File: config.mk
export PLATFORM = sky130hd
export DESIGN_NAME = palette_building_4bpp_tile_packer_core
export DESIGN_NICKNAME = d
export VERILOG_FILES = /design/src/design/pbtp_pkg.sv /design/src/design/palette_building_4bpp_tile_packer_core.sv /design/src/design/pbtp_ctrl.sv /design/src/design/pbtp_datapath.sv
export SDC_FILE = /design/constraint.sdc
export NUM_CORES = 1
export LEC_CHECK = 0
export BUFFER_PORTS_ARGS = -buffer_cell sky130_fd_sc_hd__buf_2
export CAP_MARGIN = 20
export CORE_MARGIN = 2
export CORE_UTILIZATION = 30
export DETAILED_ROUTE_END_ITERATION = 10
export GPL_TIMING_DRIVEN = 0
export PLACE_DENSITY = 0.55
export REMOVE_ABC_BUFFERS = 1
export SYNTH_ARGS = -nofsm -noshare
export SYNTH_HDL_FRONTEND = slang
export SYNTH_HIERARCHICAL = 1
export SYNTH_SLANG_ARGS = --single-unit
File: constraint.sdc
create_clock -name clk -period 8.9 [get_ports clk]
set_input_delay 0.445 -clock clk [delete_from_list [all_inputs] [get_ports clk]]
set_output_delay 0.445 -clock clk [all_outputs]
set_load 0.01 [all_outputs]
File: src/design/pbtp_pkg.sv
// pbtp_pkg: shared types and constants of the 4bpp tile packer
// payload structs for both channels, controller/datapath command and status
// no dependencies
package pbtp_pkg;

    localparam int PALETTE_ENTRIES_DEF = 16;
    localparam int WORDS_OUT           = 16;
    localparam int WORD_CNT_W          = $clog2(WORDS_OUT);
    localparam int IDX_W               = 4;
    localparam int CH_IN_W             = 8;
    localparam int CH_W                = 5;
    localparam int COLOR_W             = 3 * CH_W;
    localparam int VALUE_W             = 15;

    localparam logic KIND_TILE_BYTE = 1'b0;
    localparam logic KIND_PAL_WORD  = 1'b1;

    typedef struct packed {
        logic [CH_IN_W-1:0] pixel_red;
        logic [CH_IN_W-1:0] pixel_green;
        logic [CH_IN_W-1:0] pixel_blue;
        logic               last_pixel;
    } pixel_t;

    typedef struct packed {
        logic               result_kind;
        logic [VALUE_W-1:0] result_value;
        logic               overflow;
        logic               last_result;
    } result_t;

    // controller to datapath
    typedef struct packed {
        logic pixel_ready;
        logic take_pixel;
        logic emit_word;
        logic clear_image;
    } cmd_t;

    // datapath to controller
    typedef struct packed {
        logic slot_free;
        logic pixel_last;
        logic dump_done;
    } status_t;

endpackage

File: src/design/palette_building_4bpp_tile_packer_core.sv
// palette_building_4bpp_tile_packer_core: top level of the 4bpp tile packer
// depends on pbtp_pkg, pbtp_ctrl, pbtp_datapath
//
//   channel  valid         stall         payload
//   pixel    pixel_valid   pixel_stall   pixel  (pbtp_pkg::pixel_t)
//   result   result_valid  result_stall  result (pbtp_pkg::result_t)
//
// one pixel a cycle while pixel_stall is low: the palette compare runs over all entries in parallel
// each pixel pair, or a lone last pixel, gives one tile byte through a single output register
// a last pixel starts a palette dump of 16 words, one word a cycle
// while result_stall is low, during which pixel_stall is high
// result_stall holds the output register and, through it, stalls intake
// reset clears palette count, pairing and overflow state; no clearing pass
module palette_building_4bpp_tile_packer_core #(
    parameter int PALETTE_ENTRIES = pbtp_pkg::PALETTE_ENTRIES_DEF
) (
    input  logic              clk,
    input  logic              rst_n,
    input  logic              pixel_valid,
    output logic              pixel_stall,
    input  pbtp_pkg::pixel_t  pixel,
    output logic              result_valid,
    input  logic              result_stall,
    output pbtp_pkg::result_t result
);
    import pbtp_pkg::*;

    cmd_t    cmd;
    status_t status;

    pbtp_ctrl u_ctrl (
        .clk         (clk),
        .rst_n       (rst_n),
        .pixel_valid (pixel_valid),
        .status      (status),
        .cmd         (cmd)
    );

    pbtp_datapath #(
        .PALETTE_ENTRIES (PALETTE_ENTRIES)
    ) u_datapath (
        .clk          (clk),
        .rst_n        (rst_n),
        .pixel        (pixel),
        .cmd          (cmd),
        .status       (status),
        .result_valid (result_valid),
        .result_stall (result_stall),
        .result       (result)
    );

    assign pixel_stall = ~cmd.pixel_ready;

endmodule

File: src/design/pbtp_ctrl.sv
// pbtp_ctrl: sequencer for pixel intake and the end-of-image palette dump
// depends on pbtp_pkg
module pbtp_ctrl (
    input  logic             clk,
    input  logic             rst_n,
    input  logic             pixel_valid,
    input  pbtp_pkg::status_t status,
    output pbtp_pkg::cmd_t    cmd
);
    import pbtp_pkg::*;

    typedef enum logic {
        ST_PIXEL,
        ST_DUMP
    } state_t;

    state_t state_reg;
    state_t state_next;

    always_comb
    begin
        cmd             = '0;
        state_next      = state_reg;
        case (state_reg)
            ST_PIXEL:
            begin
                cmd.pixel_ready = status.slot_free;
                cmd.take_pixel  = status.slot_free & pixel_valid;
                if (cmd.take_pixel && status.pixel_last)
                begin
                    state_next = ST_DUMP;
                end
            end
            ST_DUMP:
            begin
                cmd.emit_word = status.slot_free;
                if (status.slot_free && status.dump_done)
                begin
                    cmd.clear_image = 1'b1;
                    state_next      = ST_PIXEL;
                end
            end
            default:
            begin
                state_next = ST_PIXEL;
            end
        endcase
    end

    always_ff @(posedge clk or negedge rst_n)
    begin
        if (!rst_n)
        begin
            state_reg <= ST_PIXEL;
        end
        else
        begin
            state_reg <= state_next;
        end
    end

endmodule

File: src/design/pbtp_datapath.sv
// pbtp_datapath: palette registers with parallel compare, nibble pairing,
// palette word readout and the output register; depends on pbtp_pkg
module pbtp_datapath #(
    parameter int PALETTE_ENTRIES = pbtp_pkg::PALETTE_ENTRIES_DEF
) (
    input  logic              clk,
    input  logic              rst_n,
    input  pbtp_pkg::pixel_t  pixel,
    input  pbtp_pkg::cmd_t    cmd,
    output pbtp_pkg::status_t status,
    output logic              result_valid,
    input  logic              result_stall,
    output pbtp_pkg::result_t result
);
    import pbtp_pkg::*;

    localparam int CNT_W = $clog2(PALETTE_ENTRIES + 1);

    logic [COLOR_W-1:0]    pal_reg [PALETTE_ENTRIES];
    logic [CNT_W-1:0]      count_reg;
    logic [IDX_W-1:0]      held_reg;
    logic                  phase_reg;
    logic                  ovf_reg;
    logic [WORD_CNT_W-1:0] word_reg;
    logic                  out_valid_reg;
    result_t               out_reg;

    logic [COLOR_W-1:0] color;
    logic               hit;
    logic [IDX_W-1:0]   hit_idx;
    logic               full;
    logic               add_entry;
    logic [IDX_W-1:0]   pix_idx;
    logic               ovf_next;
    logic [COLOR_W-1:0] word_value;
    result_t            byte_res;
    result_t            word_res;

    assign color = {pixel.pixel_blue[CH_IN_W-1 -: CH_W],
                    pixel.pixel_green[CH_IN_W-1 -: CH_W],
                    pixel.pixel_red[CH_IN_W-1 -: CH_W]};

    // lowest matching filled entry wins
    always_comb
    begin
        hit     = 1'b0;
        hit_idx = '0;
        for (int i = PALETTE_ENTRIES - 1; i >= 0; i--)
        begin
            if ((CNT_W'(i) < count_reg) && (pal_reg[i] == color))
            begin
                hit     = 1'b1;
                hit_idx = IDX_W'(i);
            end
        end
    end

    assign full      = (count_reg == CNT_W'(PALETTE_ENTRIES));
    assign add_entry = cmd.take_pixel & ~hit & ~full;
    assign ovf_next  = ovf_reg | (~hit & full);

    always_comb
    begin
        if (hit)
            pix_idx = hit_idx;
        else if (full)
            pix_idx = '0;
        else
            pix_idx = IDX_W'(count_reg);
    end

    always_comb
    begin
        byte_res              = '0;
        byte_res.result_kind  = KIND_TILE_BYTE;
        byte_res.overflow     = ovf_next;
        if (phase_reg)
            byte_res.result_value = VALUE_W'({pix_idx, held_reg});
        else
            byte_res.result_value = VALUE_W'(pix_idx);
    end

    // entries beyond the filled count, or beyond the store, read as zero
    always_comb
    begin
        word_value = '0;
        for (int j = 0; j < PALETTE_ENTRIES; j++)
        begin
            if ((word_reg == WORD_CNT_W'(j)) && (CNT_W'(j) < count_reg))
                word_value = pal_reg[j];
        end
    end

    always_comb
    begin
        word_res              = '0;
        word_res.result_kind  = KIND_PAL_WORD;
        word_res.result_value = VALUE_W'(word_value);
        word_res.overflow     = ovf_reg;
        word_res.last_result  = (word_reg == WORD_CNT_W'(WORDS_OUT - 1));
    end

    assign status.slot_free  = ~out_valid_reg | ~result_stall;
    assign status.pixel_last = pixel.last_pixel;
    assign status.dump_done  = (word_reg == WORD_CNT_W'(WORDS_OUT - 1));

    always_ff @(posedge clk)
    begin
        for (int i = 0; i < PALETTE_ENTRIES; i++)
        begin
            if (add_entry && (count_reg == CNT_W'(i)))
                pal_reg[i] <= color;
        end
    end

    always_ff @(posedge clk or negedge rst_n)
    begin
        if (!rst_n)
        begin
            count_reg     <= '0;
            held_reg      <= '0;
            phase_reg     <= 1'b0;
            ovf_reg       <= 1'b0;
            word_reg      <= '0;
            out_valid_reg <= 1'b0;
        end
        else
        begin
            if (cmd.take_pixel)
            begin
                ovf_reg <= ovf_next;
                if (add_entry)
                    count_reg <= count_reg + 1'b1;
                if (phase_reg || pixel.last_pixel)
                begin
                    phase_reg <= 1'b0;
                    held_reg  <= '0;
                end
                else
                begin
                    phase_reg <= 1'b1;
                    held_reg  <= pix_idx;
                end
            end
            if (cmd.clear_image)
            begin
                count_reg <= '0;
                ovf_reg   <= 1'b0;
                word_reg  <= '0;
            end
            else if (cmd.emit_word)
                word_reg <= word_reg + 1'b1;
            if (cmd.take_pixel && (phase_reg || pixel.last_pixel))
                out_valid_reg <= 1'b1;
            else if (cmd.emit_word)
                out_valid_reg <= 1'b1;
            else if (!result_stall)
                out_valid_reg <= 1'b0;
        end
    end

    always_ff @(posedge clk)
    begin
        if (cmd.take_pixel && (phase_reg || pixel.last_pixel))
            out_reg <= byte_res;
        else if (cmd.emit_word)
            out_reg <= word_res;
    end

    assign result_valid = out_valid_reg;
    assign result       = out_reg;

endmodule

# [Yosys cells after proc, flatten, opt, wreduce, memory -nomap -nowiden]
# Memories as Yosys holds them, arrays and structs flattened.
# Cells that the tools add are included.
[totals] word_cells=312 mem_bits_rw=240 n_memories=1 reg_bits=35 in_bits=29
[op_classes] bitwise_logic=12 n_reduce_logical=74 order_cmp=16 eq_ne=48 add_sub_neg=2 mux=148
[mem_list] name="u_datapath.pal_reg" depth=16 word_bits=15 read_ports=16 rd_clocked_by_memory_dff=0 wr=1 line_no="pbtp_datapath.sv:19" source="logic [COLOR_W-1:0] pal_reg [PALETTE_ENTRIES];"
[op_table] op="two-way mux 15 bit" count=31
[op_table] op="== test 15 bit" count=16
[op_table] op="OR reduction 15 bit" count=15
[op_table] op="two-way mux 4 bit" count=36
[op_table] op="two-way mux 1 bit" count=72
[op_table] op="logical AND 1 bit" count=51
[op_table] op="== test 5 x 4 -> 1 bit (second input constant)" count=8
[op_table] op="< comparator 4 x 5 -> 1 bit (first input constant)" count=8
[op_table] op="two-way mux 17 bit" count=2
[op_table] op="== test 4 bit (second input constant)" count=8
[op_table] op="== test 5 x 3 -> 1 bit (second input constant)" count=4
[op_table] op="< comparator 3 x 5 -> 1 bit (first input constant)" count=4
[op_table] op="== test 4 x 3 -> 1 bit (second input constant)" count=4
[op_table] op="two-way mux 5 bit" count=3
[op_table] op="== test 5 x 2 -> 1 bit (second input constant)" count=2
[op_table] op="< comparator 1 x 5 -> 1 bit (first input constant)" count=2
[op_table] op="< comparator 2 x 5 -> 1 bit (first input constant)" count=2
[op_table] op="== test 4 x 2 -> 1 bit (second input constant)" count=2
[op_table] op="two-way mux 8 bit" count=1
[op_table] op="nonzero test 2 bit" count=4
[op_table] op="inverter 1 bit" count=6
[op_table] op="adder 5 x 1 -> 5 bit (second input constant)" count=1
[op_table] op="== test 5 x 1 -> 1 bit (second input constant)" count=1
[op_table] op="== test 5 bit (second input constant)" count=1
[op_table] op="other kinds (11)" count=16

# [Logic depth before layout (Yosys ltp)]
# Gate-level depths: netlist of run 1.
# An unclocked memory read counts as a cell.
[depth] depth_word=41 mapped_depth=13

# [Modules after synthesis]
# Netlist of run 1, hierarchy kept.
[by_module_without_submodules] mod="pbtp_datapath" n_inst=1 cells_each=1320 area_each_um2=15108.2
[by_module_without_submodules] mod="pbtp_ctrl" n_inst=1 cells_each=7 area_each_um2=67.6
[by_module_without_submodules] mod="palette_building_4bpp_tile_packer_core" n_inst=1 cells_each=1 area_each_um2=3.8

# [Worst setup path after synthesis of run 1]
# OpenSTA, ideal clock, no wires.
[synth_timing] path_kind="flip-flop to flip-flop" start="register u_datapath.count_reg[1]" end="memory u_datapath/pal_reg[1][15] in the netlist's numbering, enable pin" period_less_slack_ns=4.067 slack_ns=4.833 arrival_time_ns=3.641 path_stages_with_launch=11 path_cell_list="dfrtp_1 buf_6 nor4_4 nor2_1 and4b_1 and4_4 nor4_4 and4_4 nand3_4 buf_4 nor4_1"
[synth_between] elab_chain_len=40 word_cells_on_any_way=162
[synth_rtl] element="from (decl)" line_no="pbtp_datapath.sv:20" source="logic [CNT_W-1:0] count_reg;"
[synth_rtl] element="from (signal assigned)" line_no="pbtp_datapath.sv:133" source="count_reg <= count_reg + 1'b1;"
[synth_rtl] element="< comparator 4 x 5 -> 1 bit" line_no="pbtp_datapath.sv:50" source="if ((CNT_W'(i) < count_reg) && (pal_reg[i] == color))"
[synth_rtl] element="logical AND 1 bit" line_no="pbtp_datapath.sv:50"
[synth_rtl] element="two-way mux 1 bit (16 in series)" line_no="pbtp_datapath.sv:50"
[synth_rtl] element="inverter 1 bit" line_no="pbtp_datapath.sv:59" source="assign add_entry = cmd.take_pixel & ~hit & ~full;"
[synth_rtl] element="bitwise AND 1 bit (2 in series)" line_no="pbtp_datapath.sv:59"
[synth_rtl] element="logical AND 1 bit" line_no="pbtp_datapath.sv:111" source="if (add_entry && (count_reg == CNT_W'(i)))"
[synth_rtl] element="two-way mux 1 bit" line_no="pbtp_datapath.sv:111"
[synth_rtl] element="two-way mux 1 bit (not written as such)" line_no="pbtp_datapath.sv:112" source="pal_reg[i] <= color;"
[synth_rtl] element="OR reduction 15 bit (no line)"
[synth_rtl] element="two-way mux 4 bit (no line) or two-way mux 1 bit (tied branches) (15 in series)"
[synth_rtl] element="to (decl)" line_no="pbtp_datapath.sv:19"
# Several ways; a longest one is shown, not always the timed one.

# [Worst setup path in the final report of run 1]
[layout_timing] start="register u_datapath.count_reg[4]" end="memory u_datapath/pal_reg[1][114] in the netlist's numbering, enable pin"
# Same word-level chain as after synthesis.

==> results by group, run 1 <==
Run status
  • Status: complete, no violations

Synthesis
  • Synth warn: 6
  • EDFF count, synth: 256
  • Yosys top cell area share: 50.6%
  • Synth async-reset ratio: 6.18%
  • Synth Instances: 1328
  • Post-synth cell types: 84
  • Mapped Area: 15200 um2
  • Main area contributors after synthesis: edfxtp_1 (51%), xnor2_1 (11%), nand4_1 (3.4%)
  • Post-synth top flop: edfxtp_1
  • Seq/Total Area, Yosys: 53.7%
  • Synthesized area per cell: 11.4 um2
  • Yosys reg bits: 275
  • Leading area contributor after synthesis: edfxtp_1

Placed design
  • PortBufs: 39
  • RePlAce Congestion: 0.923
  • Final HPWL DP: 35100 um

CTS
  • CTS Buffer Depth: 3
  • H-tree depth: 2
  • Number of CTS-inserted buffers: 34
  • CTS sink cnt: 275
  • Clk_lat worst skew: 0.54 ns
  • CTS Root Cell: clkbuf_16
  • CTS tree: built
  • Clock transition at path regs: 0.06 ns
  • Number of gates resized after cts: 0

Pwr
  • Cell Pwr Density: 240 nW/um2
  • Comb pwr share: 25.3%
  • Internal: 0.00271 W
  • Seq pwr share: 39.9%
  • Max IR drop VDD: 0.000118 V
  • Clock network fraction of total power: 34.8%
  • Psw: 0.00137 W
  • Switching part of the total: 33.5%
  • LEAKAGE: 5.31 nW

Timing
  • Fmax: 0.201 GHz
  • Hold Violations, Final: 0
  • Fin crit share: 56.0%
  • Setup violations, final: 0
  • RSZ-0062 raised after global routing: no
  • Fin. max-slew vios: 0
  • Period minus WS final: 4.98 ns
  • Total Neg Setup Slack: 0 ns
  • Worst slew pin tran: 1.14 ns
  • Max_slew headroom: 24.2%
  • Clock Skew: 0.0193 ns

Route
  • DRC: 0
  • Initial DRC count: 1235
  • First-pass DRT Iterations: 6
  • Routed via count: 11.5k
  • Vias per cell: 5.68
  • Routed Wire Length: 50700 um
  • Average routed wire per standard cell: 25.0 um
  • ANT nets after route: 0

Setup path
  • CP required: 9.15 ns
  • Worst path cell trace: a211oi_1, nor4_1, nand4_1, nand2_1, nor3_1, and4_4, nand3_4, or4_1, nor2_1, buf_6
  • CP Capture Type: flip-flop
  • Reg2Reg Capture Point: u_datapath/pal_reg[1][114]$_DFFE_PP_
  • Worst reg2reg startpoint: u_datapath/count_reg[4]$_DFFE_PN0P_
  • Max stage delay on crit path: 0.77 ns
  • Critical path class: reg2reg
  • Worst setup SP type: flip-flop
  • Crit-path slowest cell: a211oi_1
  • Crit-path max FO: 28
  • FF-to-FF setup slack: 3.92 ns
  • Worst Reg-to-Reg Cells: 10
  • Worst EP arrival: 5.23 ns

GRT
  • Global-route wire length before repair: 74700 um
  • Total GRT Usage: 19.0%
  • Initial antenna violation count: 1
  • Largest net degree at the start of global routing: 33
  • Congestion Overflow GR: 0
  • Vias in the first global route: 11.3k

Layout
  • Reg area: 8150 um2
  • Max reg flops: 240
  • Nets@finish: 1364
  • Most frequent cells in the layout: edfxtp_1 (256), xnor2_1 (193), nor2_1 (85), nand4_1 (83), nand2_1 (63)
  • Final Util: 33.9%
  • Layout area overhead: 12.0%
  • Share of post-route cells with drive strength above 1: 9.31%
  • Most common cell after layout, fill and taps aside: edfxtp_1
  • Diodes inserted: 0
  • Fillers: 5076
  • Area of the multi-input gates: 6500 um2

Worst hold path
  • Hold Crit Start: pixel_valid
  • Hold WC Path Type: in2reg
  • Hold Path Depth: 3
  • Hold EP: u_ctrl/state_reg$_DFF_PN0_

Floorplan
  • Die width: 229 um
  • Row cnt: 82
  • CORE AREA: 50100 um2
  • Initial Util: 30.3%
  • DIE AREA: 52400 um2
  • # IOs: 49
  • Die Y: 229 um

Job
  • Max_cap viols: 0
-- power groups by stage --
stage | logic, W | clock network, W | registers, W
finish | 0.00103 | 0.00142 | 0.00163
global route | 0.00110 | 0.00149 | 0.00164
CTS | 0.00101 | 0.00145 | 0.00163
detailed placement | 0.00100 | 0 | 0.00165
global placement | 0.000993 | 0 | 0.00165
floorplan | 0.000550 | 0 | 0.00164
-- per-stage QoR --
stage          instance area [um2]  worst slack (ns)  std cells  hold slack (ns)  power (W)
5_1_grt                      17000              3.76       2025            0.228    0.00422
4_1_cts                      17000              4.11       2023            0.184    0.00408
3_3_place_gp                 15700              2.96       1951            0.391    0.00264
3_5_place_dp                 15800              4.10       1961            0.394    0.00266
6_report                     17000              3.92       2025            0.214    0.00408
2_1_floorplan                14700              4.75       1240            0.149    0.00219
-- cell type report --
class	count	share of cell area, %
flip-flops and latches	275	48.0
multi-input cells	952	38.3
clock buffers	46	5.65
well taps	672	4.95
repair buffers	52	1.85
clock inverters	15	1.04
inverters	13	0.287
-- kinds of logic (layout without fill, tap and decap cells) --
logic type	after synthesis	after routing	share of synthesized area (%)
DFF	275	275	53.7
AOI/OAI and AO/OA	254	254	11.6
buffers and inverters	101	126	3.59
adders and majority gates	7	7	0.577
muxes	3	3	0.198
xor gates and xnor gates	245	245	14.1
and+or+nand+nor	443	443	16.1
-- critical path: cells and delay by family (launching register included) --
kind	cells	cell delay, ns
AND/OR/NAND/NOR	8	2.90
AO/OA/AOI/OAI	1	0.77
flip-flops	1	0.76
buffers and inverters	1	0.24
-- worst max-delay path by stage --
stage / start / to / slack, ns / cells after the start
after global placement: pixel[12] / u_datapath/pal_reg[1][26]$_DFFE_PP_ / 2.96 / 9
final: u_datapath/count_reg[4]$_DFFE_PN0P_ / u_datapath/pal_reg[1][114]$_DFFE_PP_ / 3.92 / 10
after detailed placement: pixel[12] / u_datapath/pal_reg[1][114]$_DFFE_PP_ / 4.10 / 11
after global routing: u_datapath/count_reg[4]$_DFFE_PN0P_ / u_datapath/pal_reg[1][114]$_DFFE_PP_ / 3.76 / 10
after CTS: u_datapath/count_reg[4]$_DFFE_PN0P_ / u_datapath/pal_reg[1][114]$_DFFE_PP_ / 4.11 / 10
after floorplan: u_datapath/count_reg[4]$_DFFE_PN0P_ / u_datapath/pal_reg[0][75]$_DFFE_PP_ / 4.75 / 8
-- synth_stat cells (9+ instances only) --
| library cell | n |
|---|---|
| clkbuf_1 | 45 |
| a211oi_1 | 10 |
| a221o_1 | 9 |
| or4_1 | 12 |
| nand3_1 | 50 |
| a21oi_1 | 45 |
| a31oi_1 | 17 |
| a22oi_1 | 9 |
| buf_4 | 28 |
| nor4_1 | 38 |
| and3_1 | 16 |
| nand2_1 | 63 |
| nand4_1 | 83 |
| inv_1 | 13 |
| nor2_1 | 85 |
| and2_1 | 14 |
| a221oi_1 | 20 |
| o21ai_0 | 58 |
| xor2_1 | 52 |
| xnor2_1 | 193 |
| nor3_1 | 32 |
| edfxtp_1 | 256 |
| dfrtp_1 | 17 |
| o221ai_1 | 11 |
| o211ai_1 | 14 |
-- metal layers --
| metal | wire length (um) | track usage (%) | part of all wire [%] | up-vias |
|---|---|---|---|---|
| met5 | 0 | 0 | 0 | - |
| met4 | 2060 | 8.46 | 4.1 | 0 |
| met3 | 4550 | 3.54 | 9.0 | 103 |
| met2 | 21800 | 27.9 | 43 | 608 |
| met1 | 22300 | 27.2 | 44 | 5711 |
| li1 | - | - | - | 5089 |
-- timing repair --
item,4_1_cts,5_1_grt
hold buffers,1,0
endpoints found under the hold margin,17,0
setup buffers,0,0
(Power assumes the default switching activity.)
==> inputs of run 2 (changes only) <==
PLACE_DENSITY = 0.57   (was 0.55)
clock period = 4.5 ns   (was 8.9 ns; I/O delays follow)
==> results by group, run 2 (same netlist as run 1, synthesis figures left out) <==
Run status
  • Status: complete, no violations

Timing
  • Fin. max-slew vios: 0 (unchanged)
  • Max_slew headroom: 25.3% (+1.1 points)
  • Worst slew pin tran: 1.11 ns (-0.0267 ns)
  • Hold Violations, Final: 0 (unchanged)
  • RSZ-0062 raised after global routing: no
  • Period minus WS final: 4.45 ns (-0.528 ns)
  • Clock Skew: 0.0126 ns (-0.00667 ns)
  • Setup violations, final: 0 (unchanged)
  • PnR worst setup slack: 0.0463 ns (-3.87 ns)
  • Fin crit share: 99.0% (+43 points)
  • Fmax: 0.225 GHz (+12%)
  • Total Neg Setup Slack: 0 ns (unchanged)

Route
  • Vias per cell: 5.73 (+0.81%)
  • ANT nets after route: 0 (unchanged)
  • DRC: 0 (unchanged)
  • Routed via count: 11.6k (+0.71%)
  • Routed Wire Length: 50100 um (-1.2%)
  • First-pass DRT Iterations: 5 (-1)
  • Initial DRC count: 1418 (+15%)
  • Average routed wire per standard cell: 24.7 um (-1.1%)

Placed design
  • Final HPWL DP: 34400 um (-1.8%)
  • PortBufs: 39 (unchanged)
  • Post-placement cell count: 1961 (unchanged)
  • Place WS: -0.161 ns (-4.26 ns)
  • RePlAce Congestion: 0.878 (-4.8%)

CTS
  • CTS sink cnt: 275 (unchanged)
  • CTS tree: built
  • Number of CTS-inserted buffers: 30 (-12%)
  • CTS Root Cell: clkbuf_16
  • Clk_lat worst skew: 0.59 ns (+0.05 ns)
  • H-tree depth: 1 (-1)
  • CTS Buffer Depth: 3 (unchanged)
  • Clock transition at path regs: 0.06 ns (about the same)

Setup path
  • Critical path class: reg2reg
  • Crit-path max FO: 16 (-43%)
  • Worst reg2reg startpoint: u_datapath/count_reg[2]$_DFFE_PN0P_
  • Worst setup SP type: flip-flop
  • Worst EP arrival: 4.74 ns (-0.49 ns)
  • Critical path launch point: u_datapath/count_reg[2]$_DFFE_PN0P_
  • CP required: 4.79 ns (-4.36 ns)
  • CP Capture Type: flip-flop

Layout
  • Diodes inserted: 0 (unchanged)
  • Max reg flops: 240 (unchanged)
  • Final Util: 33.7% (-0.21 points)
  • Nets@finish: 1365 (+0.073%)
  • Share of post-route cells with drive strength above 1: 9.25% (-0.060 points)
  • Most common cell after layout, fill and taps aside: edfxtp_1
  • Fillers: 5077 (+0.020%)
  • Layout area overhead: 11.3%
  • Finished Layout Cells: 2023 (-0.099%)
  • Most frequent cells in the layout: edfxtp_1 (256), xnor2_1 (193), nor2_1 (84), nand4_1 (83), nand2_1 (63)

Pwr
  • Internal: 0.00505 W (+86%)
  • Psw: 0.00263 W (+92%)
  • Cell Pwr Density: 455 nW/um2 (+90%)
  • Switching part of the total: 34.2% (+0.68 points)
  • Max IR drop VDD: 0.000275 V (+130%)
  • Pwr Total: 0.00768 W (+88%)
  • LEAKAGE: 5.25 nW (-1.1%)
  • Clock network fraction of total power: 31.5% (-3.3 points)
  • Seq pwr share: 42.0% (+2.1 points)
  • Comb pwr share: 26.5% (+1.2 points)

GRT
  • Largest net degree at the start of global routing: 33 (unchanged)
  • Vias in the first global route: 11.2k (-0.68%)
  • Congestion Overflow GR: 0 (unchanged)
  • Global-route wire length before repair: 73700 um (-1.4%)
  • Total GRT Usage: 18.5% (-0.55 points)
  • Initial antenna violation count: 2 (+1)

Floorplan
  • # IOs: 49 (unchanged)
  • Die Y: 229 um (unchanged)
  • CORE AREA: 50100 um2 (unchanged)
  • Initial Util: 30.3% (unchanged)
  • Row cnt: 82 (unchanged)
  • Die width: 229 um (unchanged)
  • DIE AREA: 52400 um2 (unchanged)

Worst hold path
  • Hold WC Path Type: in2async

Job
  • Max_cap viols: 0 (unchanged)
-- run 2: worst max-delay path: stages (launching register included) --
cell and delay, ns:
dfrtp_1 0.62, inv_1 0.53, o31ai_2 0.24, and3_1 0.19, nand4_1 0.14, nor4b_1 0.58, and4_4 0.42, nand3_4 0.21
or4_1 0.57, nor3_4 0.41, buf_6 0.23
-- run 2: layout make-up --
type | count | area, um2 | share of cell area [%]
Clock buffer | 37 | 798 | 4.73
Clock inverter | 17 | 146 | 0.867
Inverter | 13 | 48.8 | 0.289
Multi-Input combinational cell | 952 | 6540 | 38.7
Sequential cell | 275 | 8160 | 48.3
Tap cell | 672 | 841 | 4.98
Timing Repair Buffer | 57 | 362 | 2.14
-- run 2: through the flow --
step           instance area [um2]  hold WS (ns)
2_1_floorplan                14700       -0.0706
3_3_place_gp                 15700         0.171
3_5_place_dp                 15800         0.178
4_1_cts                      16900        0.0900
5_1_grt                      16900         0.137
6_report                     16900         0.113
-- run 2: final timing paths --
check	endpoint	slack (ns)	cells after the start
setup / recovery	u_datapath/pal_reg[1][84]$_DFFE_PP_	0.05	10
hold / removal	u_datapath/word_reg[3]$_DFFE_PN0P_	0.11	2
setup reg to reg	u_datapath/pal_reg[1][84]$_DFFE_PP_	0.05	10
hold reg to reg	u_datapath/result[17]$_SDFFE_PP0P_	0.47	2
max in group asynchronous	u_datapath/count_reg[1]$_DFFE_PN0P_	4.08	2
min in group clk	u_datapath/pal_reg[0][16]$_DFFE_PP_	0.32	1
-- run 2: power by group through the flow --
stage | registers (W) | logic (W) | clock network, W
floorplan | 0.00324 | 0.00109 | 0
global placement | 0.00326 | 0.00194 | 0
detailed placement | 0.00326 | 0.00196 | 0
CTS | 0.00321 | 0.00198 | 0.00248
global route | 0.00324 | 0.00215 | 0.00257
finish | 0.00322 | 0.00204 | 0.00242
-- run 2: timing repair --
| action | 4_1_cts | 5_1_grt |
|---|---|---|
| resized for setup | 1 | 10 |
| hold buffers | 5 | 0 |
| buffers inserted | 3 | 0 |
| hold endpoints to repair | 21 | 0 |
| pin swaps | 1 | 0 |
| endpoints found under the setup margin | 46 | 137 |
-- run 2: routing by layer --
layer,global-route usage (%),vias to the layer above,share of wire (%)
met2,28.6,570,45
met3,3.29,102,8.4
met1,25.9,5809,43
li1,-,5108,-
met5,0,-,0.054
met4,6.68,4,3.5
==> inputs of run 3 (changes only) <==
PLACE_DENSITY = unset   (was 0.57)
RECOVER_POWER = 100   (was unset)
==> results by group, run 3 (same netlist as run 1, synthesis figures left out) <==
Floorplan
  • Die width: 229 um (unchanged)
  • DIE AREA: 52400 um2 (unchanged)
  • CORE AREA: 50100 um2 (unchanged)
  • Initial Util: 30.3% (unchanged)
  • Die Y: 229 um (unchanged)
  • # IOs: 49 (unchanged)
  • Row cnt: 82 (unchanged)

Layout
  • Finished Layout Cells: 2024 (+0.049%)
  • Final Util: 33.6% (-0.10 points)
  • Layout area overhead: 10.9%
  • Diodes inserted: 0 (unchanged)
  • Most common cell after layout, fill and taps aside: edfxtp_1
  • Max reg flops: 240 (unchanged)
  • Nets@finish: 1366 (+0.073%)
  • Most frequent cells in the layout: edfxtp_1 (256), xnor2_1 (193), nor2_1 (84), nand4_1 (83), nand2_1 (63)
  • Share of post-route cells with drive strength above 1: 7.77% (-1.5 points)

Pwr
  • Pwr Total: 0.00771 W (+0.28%)
  • Cell Pwr Density: 458 nW/um2 (+0.58%)
  • LEAKAGE: 5.17 nW (-1.4%)
  • Max IR drop VDD: 0.000244 V (-11%)

GRT
  • Largest net degree at the start of global routing: 33 (unchanged)
  • Initial antenna violation count: 3 (+1)
  • Congestion Overflow GR: 0 (unchanged)
  • Most crowded layer after global routing: met2
  • Vias in the first global route: 11.1k (-0.62%)
  • Met1 Track Usage GR: 25.5% (-0.38 points)
  • Global-route met2 utilization: 28.1% (-0.45 points)
  • Total GRT Usage: 17.9% (-0.53 points)
  • Global-route wire length before repair: 72400 um (-1.8%)
  • M3 GR Usage: 2.03% (-1.3 points)

Worst hold path
  • Hold WC Path Type: in2reg
  • Hold Path Depth: 4

Setup path
  • CP Capture Type: flip-flop
  • Max stage delay on crit path: 0.64 ns (+0.02 ns)
  • Critical path class: reg2reg
  • Worst path cell trace: inv_1, o21ai_0, nor4bb_1, and2_0, nor4b_1, and4_4, nand3_4, or4_1, nor3_4, buf_6
  • Crit-path max FO: 18 (+2)
  • FF-to-FF setup slack: 0.17 ns (+0.12 ns)
  • Worst Reg-to-Reg Cells: 10 (unchanged)
  • CP required: 4.76 ns (-0.03 ns)
  • Crit-path slowest cell: nor4b_1
  • Worst setup SP type: flip-flop
  • Worst EP arrival: 4.60 ns (-0.14 ns)

Placed design
  • Final HPWL DP: 33400 um (-2.9%)
  • Post-placement cell count: 1961 (unchanged)
  • PortBufs: 39 (unchanged)
  • Place WS: -0.0929 ns (+0.0683 ns)
  • RePlAce Congestion: 0.967 (+10%)

Route
  • Average routed wire per standard cell: 24.1 um (-2.5%)
  • Routed Wire Length: 48800 um (-2.4%)
  • ANT nets after route: 0 (unchanged)
  • First-pass DRT Iterations: 5 (unchanged)
  • Vias per cell: 5.78 (+0.92%)
  • Routed via count: 11.7k (+0.97%)
  • DRC: 0 (unchanged)
  • Initial DRC count: 1678 (+18%)

CTS
  • CTS tree: built
  • Number of CTS-inserted buffers: 29 (-3.3%)
  • Clock transition at path regs: 0.07 ns (about the same)
  • CTS sink cnt: 275 (unchanged)
  • Clk_lat worst skew: 0.57 ns (-0.02 ns)
  • CTS Buffer Depth: 3 (unchanged)
  • CTS Root Cell: clkbuf_16
  • H-tree depth: 1 (unchanged)

Timing
  • Total Neg Setup Slack: 0 ns (unchanged)
  • Fin crit share: 96.3% (-2.7 points)
  • PnR worst setup slack: 0.167 ns (+0.121 ns)
  • Fin. max-slew vios: 0 (unchanged)
  • Max_slew headroom: 24.0% (-1.2 points)
  • Setup violations, final: 0 (unchanged)
  • Fmax: 0.231 GHz (+2.8%)
  • RSZ-0062 raised after global routing: no
  • Clock Skew: 0.0182 ns (+0.00555 ns)
  • Worst slew pin tran: 1.13 ns (+0.0180 ns)
  • Hold Violations, Final: 0 (unchanged)
  • Period minus WS final: 4.33 ns (-0.121 ns)

Job
  • Max_cap viols: 0 (unchanged)

Run status
  • Status: complete, no violations
==> run 3: changes by cell type in the layout (fill, tap and decap cells not counted), moves of 4 or more <==
cell        previous run  this run
buf_2                 39        19
clkbuf_1               6        24
clkinv_1              11         6
and2_0                 0         4
clkbuf_2               0         4
clkinv_2               3         7
clkinvlp_4             0         4
==> run 3: what timing repair did <==
action | in CTS | in global routing
pin swaps | 0 | 1
buffers inserted | 0 | 4
endpoints found under the hold margin | 19 | 0
hold buffers | 4 | 0
resized for setup | 3 | 5
endpoints found under the setup margin | 18 | 208
gates cloned | 0 | 0
==> run 3: where the power goes <==
part / total [W] / switching (W) / internal [W] / leakage, nW
registers: 0.00323 / 0.000230 / 0.00300 / 2.55
logic: 0.00199 / 0.00137 / 0.000618 / 2.15
clock network: 0.00249 / 0.00103 / 0.00146 / 0.472
==> run 3: metrics by stage <==
step | instance area (um2) | hold slack [ns]
CTS | 16900 | 0.00773
detailed placement | 15800 | 0.174
floorplan | 14700 | -0.0706
finish | 16800 | 0.0277
global placement | 15700 | 0.165
global route | 16800 | 0.0804
==> run 3: path summary, 6_finish.rpt <==
path	from	end
max in group asynchronous	rst_n	u_datapath/count_reg[1]$_DFFE_PN0P_
worst max register to register	u_datapath/count_reg[3]$_DFFE_PN0P_	u_datapath/pal_reg[1][75]$_DFFE_PP_
worst min register to register	u_datapath/result[17]$_SDFFE_PP0P_	u_datapath/result[17]$_SDFFE_PP0P_
worst max-delay path	u_datapath/count_reg[3]$_DFFE_PN0P_	u_datapath/pal_reg[1][75]$_DFFE_PP_
min in group asynchronous	rst_n	u_datapath/count_reg[3]$_DFFE_PN0P_
worst min-delay path	pixel[0]	u_datapath/held_reg[3]$_DFFE_PN0P_
==> run 3: worst max-delay path: cells and delay by family, from the launching register on <==
family                 cells  cell delay, ns
AOI/OAI and AO/OA          1            0.23
buffers and inverters      2            0.57
DFF                        1            0.62
and+or+nand+nor            7            2.60
==> run 3: routing by layer <==
metal	part of all wire (%)	vias to the layer above
met4	3.8	6
met2	45	684
li1	-	5098
met5	0.082	-
met1	43	5807
met3	8.9	111
==> run 3: layout make-up <==
| class | instances | area, um2 |
|---|---|---|
| Clock buffer | 31 | 733 |
| Clock inverter | 22 | 239 |
| Fill cell | 5050 | 33200 |
| Inverter | 13 | 52.6 |
| Multi-Input combinational cell | 952 | 6500 |
| Sequential cell | 275 | 8160 |
| Tap cell | 672 | 841 |
| Timing Repair Buffer | 59 | 324 |
